### src/hdl/binco_pkg.sv
// Shared constants, status codes and sequencer state type for the binomial coefficient core.
package binco_pkg;

    localparam int N_WIDTH      = 7;
    localparam int RESULT_WIDTH = 32;
    localparam int PROD_WIDTH   = RESULT_WIDTH + N_WIDTH;
    localparam int CNT_WIDTH    = $clog2(PROD_WIDTH + 1);

    localparam logic [1:0] STATUS_OK       = 2'd0;
    localparam logic [1:0] STATUS_OVERFLOW = 2'd1;
    localparam logic [1:0] STATUS_K_GT_N   = 2'd2;

    typedef enum logic [2:0] {
        S_IDLE,
        S_MUL,
        S_LOAD,
        S_DIV,
        S_OUT
    } t_state;

    typedef struct packed {
        logic                  start;
        logic [PROD_WIDTH-1:0] dividend;
        logic [N_WIDTH-1:0]    divisor;
    } t_div_req;

    typedef struct packed {
        logic                  done;
        logic [PROD_WIDTH-1:0] quotient;
    } t_div_rsp;

endpackage

### src/hdl/binomial_coefficient_core.sv
// Exact binomial coefficient C(n,k) via multiply and bit-serial exact divide steps.
// When k > n or min(k, n-k) = 0 the result is valid in the cycle after accept; otherwise
// min(k, n-k) steps run, each a multiply, a divider load, the divider's bit shifts and done.
// At most 17 steps run (C(35,17) overflows, so any longer loop stops there); overflow ends the loop.
// One item at a time: the next item is accepted the cycle after the result is taken. Reset
// (synchronous, active low) returns the sequencer to idle and drops any item in progress.
module binomial_coefficient_core (
    input  logic                              i_clk,
    input  logic                              i_rst_n,
    input  logic                              i_valid,
    output logic                              o_stall,
    input  logic [binco_pkg::N_WIDTH-1:0]     i_n,
    input  logic [binco_pkg::N_WIDTH-1:0]     i_k,
    output logic                              o_valid,
    input  logic                              i_stall,
    output logic [binco_pkg::RESULT_WIDTH-1:0] o_coefficient,
    output logic [1:0]                        o_status
);
    import binco_pkg::*;

    t_state r_state, n_state;

    logic [N_WIDTH-1:0]      r_n, n_n;
    logic [N_WIDTH-1:0]      r_t, n_t;
    logic [N_WIDTH-1:0]      r_i, n_i;
    logic [RESULT_WIDTH-1:0] r_r, n_r;
    logic [PROD_WIDTH-1:0]   r_prod, n_prod;
    logic [RESULT_WIDTH-1:0] r_coef, n_coef;
    logic [1:0]              r_status, n_status;

    logic               accept;
    logic [N_WIDTH-1:0] n_minus_k;
    logic [N_WIDTH-1:0] t_in;
    logic [N_WIDTH-1:0] factor;
    logic               quot_over;

    t_div_req div_req;
    t_div_rsp div_rsp;

    binco_div u_div (
        .i_clk   (i_clk),
        .i_rst_n (i_rst_n),
        .i_req   (div_req),
        .o_rsp   (div_rsp)
    );

    assign accept    = i_valid && !o_stall;
    assign n_minus_k = i_n - i_k;
    assign t_in      = (i_k > n_minus_k) ? n_minus_k : i_k;
    assign factor    = r_n - r_t + r_i;
    assign quot_over = |div_rsp.quotient[PROD_WIDTH-1:RESULT_WIDTH];

    // next state
    always_comb begin
        n_state = r_state;
        case (r_state)
            S_IDLE: begin
                if (accept) begin
                    if (i_k > i_n || t_in == '0) begin
                        n_state = S_OUT;
                    end else begin
                        n_state = S_MUL;
                    end
                end
            end
            S_MUL:  n_state = S_LOAD;
            S_LOAD: n_state = S_DIV;
            S_DIV: begin
                if (div_rsp.done) begin
                    if (quot_over || r_i == r_t) begin
                        n_state = S_OUT;
                    end else begin
                        n_state = S_MUL;
                    end
                end
            end
            S_OUT: begin
                if (!i_stall) begin
                    n_state = S_IDLE;
                end
            end
            default: n_state = S_IDLE;
        endcase
    end

    // datapath and outputs
    always_comb begin
        n_n      = r_n;
        n_t      = r_t;
        n_i      = r_i;
        n_r      = r_r;
        n_prod   = r_prod;
        n_coef   = r_coef;
        n_status = r_status;
        div_req.start    = 1'b0;
        div_req.dividend = r_prod;
        div_req.divisor  = r_i;
        case (r_state)
            S_IDLE: begin
                if (accept) begin
                    n_n = i_n;
                    n_t = t_in;
                    n_i = N_WIDTH'(1);
                    n_r = RESULT_WIDTH'(1);
                    if (i_k > i_n) begin
                        n_coef   = '0;
                        n_status = STATUS_K_GT_N;
                    end else begin
                        n_coef   = RESULT_WIDTH'(1);
                        n_status = STATUS_OK;
                    end
                end
            end
            S_MUL: begin
                n_prod = {{N_WIDTH{1'b0}}, r_r} * {{RESULT_WIDTH{1'b0}}, factor};
            end
            S_LOAD: begin
                div_req.start = 1'b1;
            end
            S_DIV: begin
                if (div_rsp.done) begin
                    if (quot_over) begin
                        n_coef   = '1;
                        n_status = STATUS_OVERFLOW;
                    end else begin
                        n_r      = div_rsp.quotient[RESULT_WIDTH-1:0];
                        n_i      = r_i + 1'b1;
                        n_coef   = div_rsp.quotient[RESULT_WIDTH-1:0];
                        n_status = STATUS_OK;
                    end
                end
            end
            S_OUT: begin
            end
            default: begin
            end
        endcase
    end

    always_ff @(posedge i_clk) begin
        if (!i_rst_n) begin
            r_state <= S_IDLE;
        end else begin
            r_state <= n_state;
        end
    end

    always_ff @(posedge i_clk) begin
        r_n      <= n_n;
        r_t      <= n_t;
        r_i      <= n_i;
        r_r      <= n_r;
        r_prod   <= n_prod;
        r_coef   <= n_coef;
        r_status <= n_status;
    end

    assign o_stall       = (r_state != S_IDLE);
    assign o_valid       = (r_state == S_OUT);
    assign o_coefficient = r_coef;
    assign o_status      = r_status;

endmodule

### src/hdl/binco_div.sv
// Bit-serial restoring divider: one quotient bit per cycle.
module binco_div (
    input  logic                i_clk,
    input  logic                i_rst_n,
    input  binco_pkg::t_div_req i_req,
    output binco_pkg::t_div_rsp o_rsp
);
    import binco_pkg::*;

    logic                  r_busy;
    logic                  r_done;
    logic [CNT_WIDTH-1:0]  r_cnt;
    logic [PROD_WIDTH-1:0] r_q;
    logic [N_WIDTH-1:0]    r_rem;
    logic [N_WIDTH-1:0]    r_div;

    logic [N_WIDTH:0]      rem_sh;
    logic [N_WIDTH+1:0]    diff;
    logic                  q_bit;
    logic [N_WIDTH-1:0]    n_rem;

    always_comb begin
        rem_sh = {r_rem, r_q[PROD_WIDTH-1]};
        diff   = {1'b0, rem_sh} - {2'b00, r_div};
        q_bit  = ~diff[N_WIDTH+1];
        n_rem  = q_bit ? diff[N_WIDTH-1:0] : rem_sh[N_WIDTH-1:0];
    end

    always_ff @(posedge i_clk) begin
        if (!i_rst_n) begin
            r_busy <= 1'b0;
            r_done <= 1'b0;
            r_cnt  <= '0;
        end else begin
            r_done <= 1'b0;
            if (i_req.start) begin
                r_busy <= 1'b1;
                r_cnt  <= CNT_WIDTH'(PROD_WIDTH);
            end else if (r_busy) begin
                r_cnt <= r_cnt - 1'b1;
                if (r_cnt == CNT_WIDTH'(1)) begin
                    r_busy <= 1'b0;
                    r_done <= 1'b1;
                end
            end
        end
    end

    always_ff @(posedge i_clk) begin
        if (i_req.start) begin
            r_q   <= i_req.dividend;
            r_rem <= '0;
            r_div <= i_req.divisor;
        end else if (r_busy) begin
            r_q   <= {r_q[PROD_WIDTH-2:0], q_bit};
            r_rem <= n_rem;
        end
    end

    assign o_rsp.done     = r_done;
    assign o_rsp.quotient = r_q;

endmodule

### config.mk
export PLATFORM = sky130hd
export DESIGN_NAME = binomial_coefficient_core
export DESIGN_NICKNAME = d
export VERILOG_FILES = /design/src/hdl/binco_pkg.sv /design/src/hdl/binomial_coefficient_core.sv /design/src/hdl/binco_div.sv
export SDC_FILE = /design/constraint.sdc
export NUM_CORES = 1
export LEC_CHECK = 0
export ABC_CLOCK_PERIOD_IN_PS = 21600
export BUFFER_PORTS_ARGS = -buffer_cell sky130_fd_sc_hd__buf_4
export CAP_MARGIN = 20
export CORE_ASPECT_RATIO = 1.1
export CORE_UTILIZATION = 45
export DETAILED_ROUTE_END_ITERATION = 6
export GPL_ROUTABILITY_DRIVEN = 0
export PLACE_DENSITY = 0.72
export SKIP_CTS_REPAIR_TIMING = 1
export SLEW_MARGIN = 20
export SYNTH_ARGS = -nofsm -noshare
export SYNTH_HDL_FRONTEND = slang
export SYNTH_SLANG_ARGS = --single-unit
### constraint.sdc
create_clock -name i_clk -period 21.6 [get_ports i_clk]
set_input_delay 2.16 -clock i_clk [delete_from_list [all_inputs] [get_ports i_clk]]
set_output_delay 2.16 -clock i_clk [all_outputs]
set_load 0.1 [all_outputs]
==> results of run 1 <==
-- routing by layer --
| metal | wire length (um) | vias up |
|---|---|---|
| met3 | 1640 | 64 |
| met1 | 15000 | 5312 |
| met5 | 0 | - |
| met4 | 922 | 0 |
| met2 | 17400 | 325 |
| li1 | - | 4956 |
-- synthesized netlist by cell type (all sizes together), types with 2 or more instances --
cell,count
nor2,37
o21bai,7
o211ai,7
edfxtp,172
o21a,5
a31oi,4
a21oi,51
o21ai,25
a21o,22
buf,2
mux2i,7
nand2,244
inv,252
a41oi,3
nand4,4
a211o,2
and2,135
xnor2,46
xor2,22
nor3b,2
nor4,4
nor2b,12
a211oi,10
nand3,18
dfxtp,18
a21boi,9
ha,88
o22ai,3
or3,3
o221ai,4
nor3,11
clkbuf,44
and3,34
fa,157
nand2b,12
or2,32
-- through the flow --
stage / util, % / hold slack, ns / area, um^2 / setup slack (ns)
6_report: 50.6 / 0.493 / 16900 / 13.88
5_1_grt: 50.6 / 0.501 / 16900 / 13.44
4_1_cts: 50.6 / 0.489 / 16900 / 13.91
3_5_place_dp: 48.8 / 0.478 / 16300 / 13.91
3_3_place_gp: 48.8 / 0.474 / 16300 / 14.04
2_1_floorplan: - / 0.457 / 15400 / 14.65
-- worst min path at each step --
stage              startpoint        endpoint  slack (ns)  depth (start not counted)
5_1_grt        u_div.r_rem[1]  u_div.r_rem[1]        0.50                          2
2_1_floorplan  u_div.r_rem[1]  u_div.r_rem[1]        0.46                          2
3_5_place_dp   u_div.r_rem[1]  u_div.r_rem[1]        0.48                          2
4_1_cts        u_div.r_rem[1]  u_div.r_rem[1]        0.49                          2
3_3_place_gp   u_div.r_rem[6]  u_div.r_rem[6]        0.47                          2
6_report       u_div.r_rem[1]  u_div.r_rem[1]        0.49                          2
-- flip-flops by register name (all words and copies together), names as in the netlist, 6 cells and up --
name           cells
o_coefficient     32
r_i                7
r_n                7
r_prod            39
r_r               32
r_t                7
u_div.r_cnt        6
u_div.r_div        7
u_div.r_q         39
u_div.r_rem        7
-- kinds of logic (layout without fill, tap and decap cells) --
group | Yosys count | in the layout
DFF | 190 | 190
AOI/OAI and AO/OA | 158 | 158
xor gates and xnor gates | 68 | 68
muxes | 7 | 7
buffers and inverters | 298 | 350
and+or+nand+nor | 553 | 553
adders and majority gates | 245 | 245
other | 0 | 1
-- cell type report --
cell class | count | area [um^2] | area share (%)
Inverter | 252 | 947 | 5.60
Clock inverter | 15 | 175 | 1.03
Timing Repair Buffer | 66 | 495 | 2.93
Tap cell | 432 | 541 | 3.19
Antenna cell | 1 | 2.50 | 0.0148
Clock buffer | 17 | 425 | 2.51
Sequential cell | 190 | 5530 | 32.6
Multi-Input combinational cell | 1031 | 8820 | 52.1
-- critical path, delay by kind of cell, from the launching register on --
kind / cells / cell delay [ns]
fa+ha+maj: 8 / 3.53
compound gates: 10 / 2.05
simple gates: 5 / 0.66
buf+inv: 6 / 0.59
flops: 1 / 0.41
xor+xnor: 2 / 0.20
==> reports/qor.yml, run 1 <==
post-route-min-period_ns: 7.72
grtUsageMet2_pct: 35.8
setup_viol: 0
cts.clk_slew.worst_paths_ns: 0.08
rrSetupSlack_ns: 13.88
mostFrequentLayoutCell: "inv_1"
antenna_left: 0
die_area_um2: 35000
endpoint_kind: "flip-flop"
avgSynthCellArea_um2: 10.1
die_h_um: 196
tns_ns: 0
ys_async_sr_fraction_pct: 0
synth_mux_area_share_pct: 0.455
finalMaxSlewViolations: 0
dp_hpwl_um: 25300
synth_top_family_by_area: "adder cells"
tightest_slew_ns: 0.950
worstPathArrival_ns: 7.93
yosys.area_share.simple_pct: 17.8
maxCapViolCount: 0
ioPinCount: 54
path_class: "reg2reg"
area.growth.synth_to_final_pct: 9.92
final_cells: 2004
cp_max_fo: 32
remaining_drc_errors: 0
synth_seq_cells: 190
synth_warnings: 0
cts_root_buf: "clkbuf_16"
yosys.area.top_type: "edfxtp_1"
layout-drive-gt1-share_pct: 9.87
drt-total-wl_um: 35000
slew_headroom_pct: 36.6
synth-main-ff-cell: "edfxtp_1"
initial_core_util_pct: 46.0
placed_cells: 1971
netlist.area_leader.share_pct: 33.5
synth-edff-count: 172
critPathLaunchType: "flip-flop"
port-buffer-count: 53
core_um2: 33500
cp-startpoint: "r_i[0]"
cts_buffers: 17
grt_pass1_vias: 11200
slowest_delay_ns: 0.55
hold_violations: 0
finalCritPeriodShare_pct: 35.7
viasPerCell: 5.32
grt_pass1_wl_um: 58200
nets: 1821
synth.area.top_cells: "edfxtp_1, fa_1, ha_1"
clockBufferDepth: 2
max_freq_ghz: 0.130
cts_tree: "built"
hold_path_class: "reg2reg"
htree_num_levels: 4
syn-cell-area_um2: 15400
synth_xor_area_share_pct: 3.87
syn_nets: 1782
critPathSlowestCell: "fa_1"
drtIter0Drc: 868
final_cell_mix: "inv_1, nand2_1, edfxtp_1"
met3_usage_pct: 3.12
r2r_end: "r_prod[25]"
crit_required_ns: 21.81
fillers: 2960
rsz0062_at_grt: "false"
track_usage_pct: 21.4
std_cell_rows: 70
grt-ovfl-total: 0
cts.sinks: 190
worst-r2r-cell-count: 31
busiest_layer: "met2"
clkLatencyLatePin_ns: 0.45
clock_skew_ns: 0.0168
synth_compound_area_share_pct: 7.12
use_met1_pct: 28.1
grt_max_degree: 52
ys_seq_area_share_pct: 35.9
r2r_start: "r_i[0]"
fp.dieW_um: 178
synth_fa_ha_area_share_pct: 27.6
wire_per_inst_um: 17.5
ys_types: 61
endpoint: "r_prod[25]"
status: "finished clean"
synthCells: 1519
vias: 10700
antenna_found_initial: 0
drt_pass1_iterations: 5
Power of run 1 is not shown: default switching activity piles up to over one toggle a cycle in this logic, so the estimate is an artifact.
==> run 2, diff against run 1 <==
Settings changed: ABC_AREA set to 1, ABC_CLOCK_PERIOD_IN_PS 21600 to 6950, PLACE_DENSITY 0.72 to 0.74.
Clock period 21.6 ns to 6.95 ns, I/O delays scaled along.
==> run 2 against run 1 <==
  * Worst setup slack got worse by 14 ns
  * Count of clock-buffer cells in the layout did not move
  * Critical path depth fell by 1
  * Synthesized cell count rose by 17%
  * Hold slack got worse by 0.057 ns
  * Final cell count rose by 14%
  * Via count rose by 14%
  * Routed wire length rose by 10%
  * Core utilization rose by 0.30 points
  * Global-route usage rose by 0.70 points
  * Die area rose by 2.0%
  * Sequential share of layout area fell by 0.98 points
  * Critical endpoint is now r_prod[38]
  * Highest routed layer unchanged
==> reports/qor.yml, run 2 <==
status: "finished clean"
yosys.area.top_type: "edfxtp_1"
std_cell_rows: 71  # +1.4%
worst-r2r-cell-count: 30  # -3.2%
port-buffer-count: 53  # unchanged
setup_slack_ns: 0.201  # -13.68 ns
whs_ns: 0.436  # -0.0569 ns
multi_input_area_um2: 8550  # -3.0%
critPathLaunchType: "flip-flop"
slowest_delay_ns: 0.50  # -0.05 ns
synth-main-ff-cell: "edfxtp_1"
synthCells: 1778  # +17%
grt-ovfl-total: 0  # unchanged
htree_num_levels: 4  # unchanged
drt-total-wl_um: 38600  # +10%
viasPerCell: 5.30  # -0.33%
antennaDiodeCount: 0  # -1
initial_core_util_pct: 45.8  # -0.20 points
r2r_start: "r_i[2]"
regArea_um2: 5530  # unchanged
finalMaxSlewViolations: 0  # unchanged
synth-edff-count: 172  # unchanged
ioPinCount: 54  # unchanged
endpoint_kind: "flip-flop"
nets: 2102  # +15%
cp_max_fo: 25  # -22%
ys_seq_area_share_pct: 35.2  # -0.72 points
clkLatencyLatePin_ns: 0.46  # about the same
remaining_drc_errors: 0  # unchanged
post-route-min-period_ns: 6.75  # -0.972 ns
drtIter0Drc: 1135  # +31%
path_class: "reg2reg"
syn-cell-area_um2: 15700  # +2.0%
grt_pass1_vias: 12300  # +9.6%
grt_max_degree: 89  # +71%
cts.clk_slew.worst_paths_ns: 0.07  # about the same
die_h_um: 198  # +1.0%
ys_async_sr_fraction_pct: 0  # unchanged
drt_pass1_iterations: 6  # +1
layout-drive-gt1-share_pct: 9.02  # -0.85 points
final_cell_mix: "inv_1, nand2_1, nor2_1"
clock_skew_ns: 0.0163  # -0.000471 ns
synthTopCellsByCount: "inv_1, nand2_1, nor2_1"
cts.sinks: 190  # unchanged
path_buf_inv: 9  # +3
cpLargestDelayFamily: "adder cells"
fillers: 3057  # +3.3%
dp_hpwl_um: 29300  # +16%
area.growth.synth_to_final_pct: 11.1
hold_path_class: "in2reg"
slew_headroom_pct: 31.1  # -5.4 points
antenna_found_initial: 0  # unchanged
cts_tree: "built"
avgSynthCellArea_um2: 8.84  # -13%
cp-startpoint: "r_i[2]"
wire_per_inst_um: 16.8  # -3.5%
critPathSlowestCell: "fa_1"
cts_root_buf: "clkbuf_16"
ys_types: 48  # -21%
finalCritPeriodShare_pct: 97.1  # +61 points
largestRegisters: "r_prod x39, u_div.r_q x39"
synth_most_common_cell: "inv_1"
grt_pass1_wl_um: 61800  # +6.3%
dpl_worst_slack_ns: 0.196  # -13.72 ns
setup_viol: 0  # unchanged
track_usage_pct: 22.1  # +0.70 points
syn_nets: 2041  # +15%
clockBufferDepth: 2  # unchanged
hold_violations: 0  # unchanged
crit_cells: 30  # -3.2%
worstPathArrival_ns: 6.95  # -0.98 ns
synth.area.top_cells: "edfxtp_1, fa_1, inv_1"
mostFrequentLayoutCell: "inv_1"
rsz0062_at_grt: "true"
crit_required_ns: 7.15  # -14.66 ns
netlist.area_leader.share_pct: 32.9  # -0.67 points
max_freq_ghz: 0.148  # +14%
cts_buffers: 17  # unchanged
hold_depth: 1  # -1
crit_top_cell: "inv_1"
hold_start: "i_n[5]"
tightest_slew_ns: 1.03  # +0.0803 ns
antenna_left: 0  # unchanged
core_um2: 34300  # +2.5%
synth_warnings: 0  # unchanged
synth_seq_cells: 190  # unchanged
fp.dieW_um: 180  # +1.0%
maxCapViolCount: 0  # unchanged
vias: 12100  # +14%
die_area_um2: 35700  # +2.0%
-- run 2: final cells by class --
| cell class | instances | area share [%] |
|---|---|---|
| Multi-Input combinational cell | 1127 | 49.0 |
| Clock inverter | 15 | 1.12 |
| Sequential cell | 190 | 31.7 |
| Timing Repair Buffer | 78 | 3.47 |
| Inverter | 425 | 9.18 |
| Tap cell | 438 | 3.14 |
| Clock buffer | 17 | 2.44 |
-- run 2: per-stage QoR --
step / utilization, % / TNS, ns / std cells / instance area [um^2]
finish: 50.9 / 0 / 2290 / 17500
global route: 50.9 / -0.322 / 2290 / 17500
CTS: 50.5 / 0 / 2285 / 17300
detailed placement: 48.7 / 0 / 2253 / 16700
global placement: 48.7 / 0 / 2253 / 16700
floorplan: - / 0 / 1778 / 15700
-- run 2: kinds of logic (layout without fill, tap and decap cells) --
group / after synthesis / after routing / share of synthesized area (%)
xor+xnor: 50 / 50 / 2.79
buf+inv: 461 / 535 / 11.1
compound gates: 227 / 227 / 8.33
simple gates: 605 / 605 / 15.6
flops: 190 / 190 / 35.2
fa+ha+maj: 245 / 245 / 27.0
-- run 2: worst paths after layout --
kind / to / slack, ns
worst min-delay path: r_n[5] / 0.44
worst min register to register: u_div.r_rem[6] / 0.47
worst max register to register: r_prod[38] / 0.20
worst max-delay path: r_prod[38] / 0.20
-- run 2: per-layer routing --
metal | vias to the layer above | global-route usage (%) | share of wire (%)
met5 | - | 0 | 0
met1 | 5914 | 26.8 | 39
met3 | 113 | 2.89 | 6.2
li1 | 5626 | - | -
met2 | 485 | 39.1 | 50
met4 | 0 | 10.7 | 4.4
-- run 2: worst register-to-register path: cells and delay by family, from the launching register on --
family	cells	cell delay, ns
adders and majority gates	7	3.09
AOI/OAI and AO/OA	7	1.43
and+or+nand+nor	6	0.72
buffers and inverters	9	0.67
DFF	1	0.41
xor gates and xnor gates	1	0.17
Power of run 2 is left out for the same reason.
